==> config.mk <==
export PLATFORM = sky130hd
export DESIGN_NAME = lzbd_ctrl
export DESIGN_NICKNAME = d
export VERILOG_FILES = /design/src/lzbd_pkg.sv /design/src/lzbd_ctrl.sv
export SDC_FILE = /design/constraint.sdc
export NUM_CORES = 1
export LEC_CHECK = 0
export BUFFER_PORTS_ARGS = -buffer_cell sky130_fd_sc_hd__buf_4
export CORE_AREA = 2 2 39 41
export CTS_CLUSTER_DIAMETER = 100
export CTS_CLUSTER_SIZE = 24
export DETAILED_ROUTE_END_ITERATION = 12
export DIE_AREA = 0 0 41 43
export MAX_ROUTING_LAYER = met4
export PLACE_DENSITY = 0.41
export SLEW_MARGIN = 40
export SYNTH_ARGS = -nofsm -noshare
export SYNTH_HDL_FRONTEND = slang
export SYNTH_SLANG_ARGS = --single-unit
==> constraint.sdc <==
create_clock -name clk -period 2.9 [get_ports clk]
set_input_delay 0.58 -clock clk [delete_from_list [all_inputs] [get_ports clk]]
set_output_delay 0.58 -clock clk [all_outputs]
set_load 0.05 [all_outputs]
==> src/lzbd_pkg.sv <==
// Package for the bit-packed LZ77 decoder: sizes, token layout, controller types.
`default_nettype none
package lzbd_pkg;

  localparam int WINDOW     = 4096;
  localparam int HIST_AW    = $clog2(WINDOW);
  localparam int BYTE_W     = 8;
  localparam int LEN_W      = 5;
  localparam int OFF_W      = 12;
  localparam int BUF_W      = 33;
  localparam int CNT_W      = 6;
  localparam int LIT_BITS   = 9;
  localparam int MATCH_BITS = 26;

  // token field positions in the right-aligned token word
  localparam int NEXT_LSB = 0;
  localparam int LEN_LSB  = BYTE_W;
  localparam int OFF_LSB  = BYTE_W + LEN_W;

  typedef enum logic [1:0] {
    ST_IDLE,
    ST_COPY,
    ST_TAIL
  } lzbd_state_t;

  typedef struct packed {
    logic load;       // take the input byte and decode a token
    logic issue;      // read one history byte for the copy
    logic emit_copy;  // emit the byte fetched for the copy
    logic emit_next;  // emit the token's trailing byte
  } lzbd_cmd_t;

  typedef struct packed {
    logic tok_hit;    // accepting the current byte completes a token
    logic len_zero;   // completed token has no copy part
    logic copy_done;  // all copy reads issued
  } lzbd_status_t;

endpackage
`default_nettype wire

==> src/lzbd_ctrl.sv <==
// Controller: sequences token load, history copy reads and byte transfers.
`default_nettype none
module lzbd_ctrl
  import lzbd_pkg::*;
(
  input  wire logic         clk,
  input  wire logic         rst_n,
  input  wire logic         in_valid,
  input  wire logic         out_stall,
  input  wire lzbd_status_t st,
  output lzbd_cmd_t         cmd,
  output logic              in_stall,
  output logic              out_valid
);

  lzbd_state_t state_r, state_nxt;
  logic        pend_r, pend_nxt;
  logic        out_valid_r, out_valid_nxt;
  logic        out_free;

  assign out_free = !out_valid_r || !out_stall;

  always_comb begin
    state_nxt = state_r;
    unique case (state_r)
      ST_IDLE: begin
        if (in_valid && st.tok_hit) begin
          state_nxt = st.len_zero ? ST_TAIL : ST_COPY;
        end
      end
      ST_COPY: begin
        if (st.copy_done && (!pend_r || out_free)) begin
          state_nxt = ST_TAIL;
        end
      end
      ST_TAIL: begin
        if (out_free) begin
          state_nxt = ST_IDLE;
        end
      end
      default: state_nxt = ST_IDLE;
    endcase
  end

  always_comb begin
    cmd = '0;
    unique case (state_r)
      ST_IDLE: cmd.load = in_valid;
      ST_COPY: begin
        cmd.emit_copy = pend_r && out_free;
        // one read in flight; the next goes out as the pending byte leaves
        cmd.issue     = !st.copy_done && (!pend_r || out_free);
      end
      ST_TAIL: cmd.emit_next = out_free;
      default: cmd = '0;
    endcase
  end

  always_comb begin
    if (cmd.issue) begin
      pend_nxt = 1'b1;
    end else if (cmd.emit_copy) begin
      pend_nxt = 1'b0;
    end else begin
      pend_nxt = pend_r;
    end
    if (cmd.emit_copy || cmd.emit_next) begin
      out_valid_nxt = 1'b1;
    end else begin
      out_valid_nxt = out_valid_r && out_stall;
    end
  end

  always_ff @(posedge clk) begin
    if (!rst_n) begin
      state_r     <= ST_IDLE;
      pend_r      <= 1'b0;
      out_valid_r <= 1'b0;
    end else begin
      state_r     <= state_nxt;
      pend_r      <= pend_nxt;
      out_valid_r <= out_valid_nxt;
    end
  end

  assign in_stall  = (state_r != ST_IDLE);
  assign out_valid = out_valid_r;

endmodule
`default_nettype wire

==> flow_summary.json, run 1 <==
{
  "grt_start_max_net_pins": 6,
  "vias_per_cell": 4.32,
  "critical_path_required_ns": 2.32,
  "synthToLayoutAreaGrowth_pct": 52.4,
  "globalRouteOverflowTotal": 0,
  "rsz0062_at_grt": "no",
  "wl_um": 579,
  "yosysWarnings": 0,
  "final_cell_mix": "buf_4, dfxtp_1, clkbuf_4",
  "first_iter_violations": 3,
  "min_path_type": "reg2reg",
  "synthFlopType": "dfxtp_1",
  "endpoint_kind": "output pin",
  "seq_area_frac_synth": 0.335,
  "place_area_sq_um": 342,
  "core_sq_mm": 0.00138,
  "postLayoutCoreUtil": 0.263,
  "rows": 14,
  "nNetsFinal": 52,
  "clk_latency_ns": 0.24,
  "die_w_um": 41,
  "stdcell_count": 59,
  "synth_edf_count": 0,
  "design.die.area_sq_mm": 0.00176,
  "synth_area_sq_um": 239,
  "cts_setup_buffers": 0,
  "cts-resized-gates": 0,
  "crit_family": "simple AND/OR/NAND/NOR gates",
  "synth_nets": 36,
  "max_slew_margin": 0.881,
  "clockBufferDepth": 2,
  "cts-root-buf": "clkbuf_4",
  "num_vias": 255,
  "drc": 0,
  "power_mw": 0.170,
  "crit_arrival_ns": 1.30,
  "grt_pass1_wl_um": 938,
  "clkSinkCount": 4,
  "final_common_cell": "buf_4",
  "start_kind": "register",
  "async_reset_ff_frac": 0,
  "cp_max_fo": 5,
  "drive_above_1_share": 0.465,
  "ys_seq_elements": 4,
  "postLayoutCellArea_sq_um": 364,
  "gp_congestion": 0.650,
  "portBuffers": 12,
  "status": "completed",
  "finalCritPeriodShare": 0.647,
  "cts_made_buffers": 3,
  "slew_viol_final": 0,
  "io_pins": 13,
  "slowest_stage": "dfxtp_1",
  "crit_path_cell_trace": "nor2b_2, and2b_1, and2_1, buf_4",
  "hold_buffers": 0,
  "dp.cells": 56,
  "multi_input_area_sq_um": 140,
  "seqCellArea_sq_um": 80.1,
  "critical_path_class": "reg2out",
  "firstDrtPassIters": 4,
  "hpwl_um": 458,
  "worstPathBufferInverterCount": 1,
  "grt.total_usage": 0.0864,
  "syn_area_per_cell_sq_um": 8.24,
  "num_antenna_cells": 0,
  "min_period_ns": 1.88,
  "synth_cells": 29,
  "ctsHtreeMaxLevel": 1,
  "setup_viol": 0,
  "ir_drop_mv": 0.134,
  "max_clock_freq_ghz": 0.533,
  "grt_pass1_vias": 239,
  "clock_skew_ns": 0.00521,
  "cts_tree": "built",
  "fp.dieH_um": 43,
  "max_stage_delay_ns": 0.36,
  "hold_violations": 0,
  "leakage_nw": 0.178,
  "nFillCells": 168,
  "ant_nets": 0,
  "p_per_area_mw_per_mm2": 466,
  "fin_setup_tns_ns": 0,
  "drv_cap": 0,
  "start_util": 0.173,
  "wl_per_cell_um": 9.81,
  "cts.clk_slew.worst_paths_ns": 0.03,
  "ys_types": 21,
  "antenna_found_initial": 0,
  "worst_pin_slew_ns": 0.177
}
-- logic make-up after synthesis --
| group | Yosys count | synth area share |
|---|---|---|
| AND/OR/NAND/NOR | 15 | 0.398 |
| AO/OA/AOI/OAI | 6 | 0.188 |
| flip-flops | 4 | 0.335 |
| buffers and inverters | 4 | 0.0785 |
-- per-layer routing --
metal / global-route usage / routed length (um)
met3: 0.0471 / 64
met4: 0.0800 / 0
met2: 0.0938 / 244
met1: 0.106 / 271
met5: - / 0
-- per-stage QoR --
step           setup slack (ns)  hold slack, ns
2_1_floorplan             0.857           0.467
3_3_place_gp               1.12           0.502
3_5_place_dp               1.11           0.498
4_1_cts                   0.998           0.503
5_1_grt                   0.913           0.523
6_report                   1.02           0.496
-- synth_stat cells, drive strengths merged (2+ instances only) --
library cell	instances	area (sq um)
nand4	2	12.5
a31oi	2	12.5
dfxtp	4	80.1
and3	2	12.5
inv	3	11.3
nand2	2	7.51
-- final timing paths --
path / startpoint / end / slack, ns / cells after the start
worst max-delay path: state_r[0] / cmd[2] / 1.02 / 4
worst min-delay path: state_r[1] / state_r[0] / 0.50 / 1
worst max register to register: out_valid / state_r[1] / 1.89 / 3
worst min register to register: state_r[1] / state_r[0] / 0.50 / 1
-- area by class of cell --
type | instances | area share
sequential | 4 | 0.220
multi-input combinational | 21 | 0.385
inverter | 3 | 0.0309
clock buffer | 3 | 0.0619
timing repair buffer | 12 | 0.247
tap | 16 | 0.0550
-- power breakdown --
group	internal (mW)	leakage, nW	total [mW]	switching, mW
registers	0.0578	0.0325	0.0603	0.00248
clock network	0.0462	0.0138	0.0687	0.0225
logic	0.0159	0.131	0.0408	0.0249
-- flip-flops by register name, summed over array words and instances (netlist names) --
register,cells
state_r,2
out_valid,1
pend_r,1
(Power assumes the default switching activity.)
==> run 2: changes to the inputs <==
==> constraint.sdc (replaced) <==
create_clock -name clk -period 1.9 [get_ports clk]
set_input_delay 0.38 -clock clk [delete_from_list [all_inputs] [get_ports clk]]
set_output_delay 0.38 -clock clk [all_outputs]
set_load 0.05 [all_outputs]
==> run 2 against run 1 <==
Compared with the run above:
- first-iteration DRC count did not move
- critical path type unchanged
- sequential power rose by 53%
- via count fell by 0.39%
- total power rose by 52%
- critical path depth did not move
- highest routed layer is now met4
- die area did not move
- clock skew fell by 0.0027 ns
- global-route usage rose by 0.73 points
==> flow_summary.json, run 2 (synthesis gave the netlist of run 1 again) <==
{
  "nFillCells": 156,
  "first_iter_violations": 3,
  "gp_congestion": 0.642,
  "grt.total_usage": 0.0937,
  "clockBufferDepth": 2,
  "postLayoutCoreUtil": 0.263,
  "hold_slack_ns": 0.392,
  "ff2ff_setup_slack_ns": 0.89,
  "ant_nets": 0,
  "reg2regPathDepth": 3,
  "drv_cap": 0,
  "worstPathBufferInverterCount": 1,
  "leakage_nw": 0.178,
  "io_pins": 13,
  "ctsHtreeMaxLevel": 1,
  "die_w_um": 41,
  "crit_arrival_ns": 1.30,
  "ir_drop_mv": 0.229,
  "rsz0062_at_grt": "no",
  "holdPathStages": 2,
  "cts-resized-gates": 0,
  "grt_pass1_vias": 253,
  "setup_viol": 0,
  "top_register": "state_r",
  "cp_max_fo": 5,
  "wl_um": 578,
  "clkSinkCount": 4,
  "cts_setup_buffers": 0,
  "hold_buffers": 0,
  "rr_startpoint": "out_valid",
  "wl_met1_um": 269,
  "nNetsFinal": 52,
  "clock_skew_ns": 0.00252,
  "globalRouteOverflowTotal": 0,
  "drive_above_1_share": 0.465,
  "endpoint_kind": "output pin",
  "max_clock_freq_ghz": 0.596,
  "intPower_mw": 0.183,
  "crit_family": "simple AND/OR/NAND/NOR gates",
  "largest_register_ffs": 2,
  "critical_path_class": "reg2out",
  "finalCritPeriodShare": 0.884,
  "worst_pin_slew_ns": 0.195,
  "cts.clk_slew.worst_paths_ns": 0.04,
  "pwr-share-seq": 0.356,
  "critical_path_required_ns": 1.52,
  "pwr-share-clk": 0.403,
  "core_sq_mm": 0.00138,
  "hold_start": "rst_n",
  "clk_latency_ns": 0.23,
  "seqCellArea_sq_um": 80.1,
  "routed.top_layer": "met4",
  "antenna_found_initial": 0,
  "vias_per_cell": 4.31,
  "start_kind": "register",
  "hold_violations": 0,
  "num_antenna_cells": 0,
  "rows": 14,
  "firstDrtPassIters": 4,
  "wl_per_cell_um": 9.80,
  "dr_wl_met2_um": 229,
  "start_util": 0.173,
  "r2r-end": "state_r[0]",
  "slew_viol_final": 0,
  "final_common_cell": "buf_4",
  "status": "completed",
  "power_switching_mw": 0.0757,
  "slowest_stage": "dfxtp_1",
  "design.die.area_sq_mm": 0.00176,
  "cts_tree": "built",
  "min_path_type": "in2reg",
  "max_slew_margin": 0.869,
  "drc": 0,
  "multi_input_area_sq_um": 140,
  "min_period_ns": 1.68,
  "comb_power_share": 0.241,
  "num_vias": 254,
  "cts_made_buffers": 3,
  "p_per_area_mw_per_mm2": 711,
  "final_cell_mix": "buf_4, dfxtp_1, clkbuf_4",
  "max_stage_delay_ns": 0.36,
  "fp.dieH_um": 43,
  "p_sw_frac": 0.292,
  "synthToLayoutAreaGrowth_pct": 52.4,
  "grt_pass1_wl_um": 993,
  "hpwl_um": 449,
  "wl_met3_um": 74,
  "portBuffers": 12,
  "fin_setup_tns_ns": 0,
  "grt_start_max_net_pins": 6,
  "crit_path_cell_trace": "nor2b_2, and2b_1, and2_1, buf_4",
  "min_to": "pend_r",
  "cts-root-buf": "clkbuf_4"
}
-- run 2: worst max-delay path by stage --
stage	from	end	slack, ns	cells after the start
3_5_place_dp	state_r[0]	cmd[2]	0.46	4
4_1_cts	state_r[0]	cmd[2]	0.20	4
5_1_grt	state_r[0]	cmd[2]	0.10	4
2_1_floorplan	state_r[1]	cmd[3]	0.06	2
3_3_place_gp	state_r[0]	cmd[2]	0.45	4
6_report	state_r[0]	cmd[2]	0.22	4
-- run 2: layout make-up --
type                       count  area share
multi-input combinational     21       0.385
tap                           16      0.0550
clock buffer                   3      0.0619
inverter                       3      0.0309
sequential                     4       0.220
timing repair buffer          12       0.247
-- run 2: per-stage QoR --
stage / total power [mW] / instance area, sq um / worst slack (ns) / std cells
after floorplan: 0.132 / 239 / 0.0567 / 29
after global placement: 0.157 / 342 / 0.448 / 56
after detailed placement: 0.156 / 342 / 0.461 / 56
after CTS: 0.265 / 364 / 0.200 / 59
after global routing: 0.276 / 364 / 0.101 / 59
final: 0.259 / 364 / 0.221 / 59
-- run 2: power by group through the flow --
stage / Sequential (mW) / Clock (mW) / Combinational (mW)
detailed placement: 0.0932 / 0 / 0.0627
global route: 0.0926 / 0.116 / 0.0677
CTS: 0.0921 / 0.110 / 0.0630
global placement: 0.0934 / 0 / 0.0632
finish: 0.0921 / 0.104 / 0.0624
floorplan: 0.0952 / 0 / 0.0366
-- run 2: metal layers --
| layer | global-route usage | vias up |
|---|---|---|
| met1 | 0.113 | 108 |
| met4 | 0.0800 | 0 |
| met2 | 0.0969 | 13 |
| met5 | - | - |
| li1 | - | 131 |
| met3 | 0.0681 | 2 |
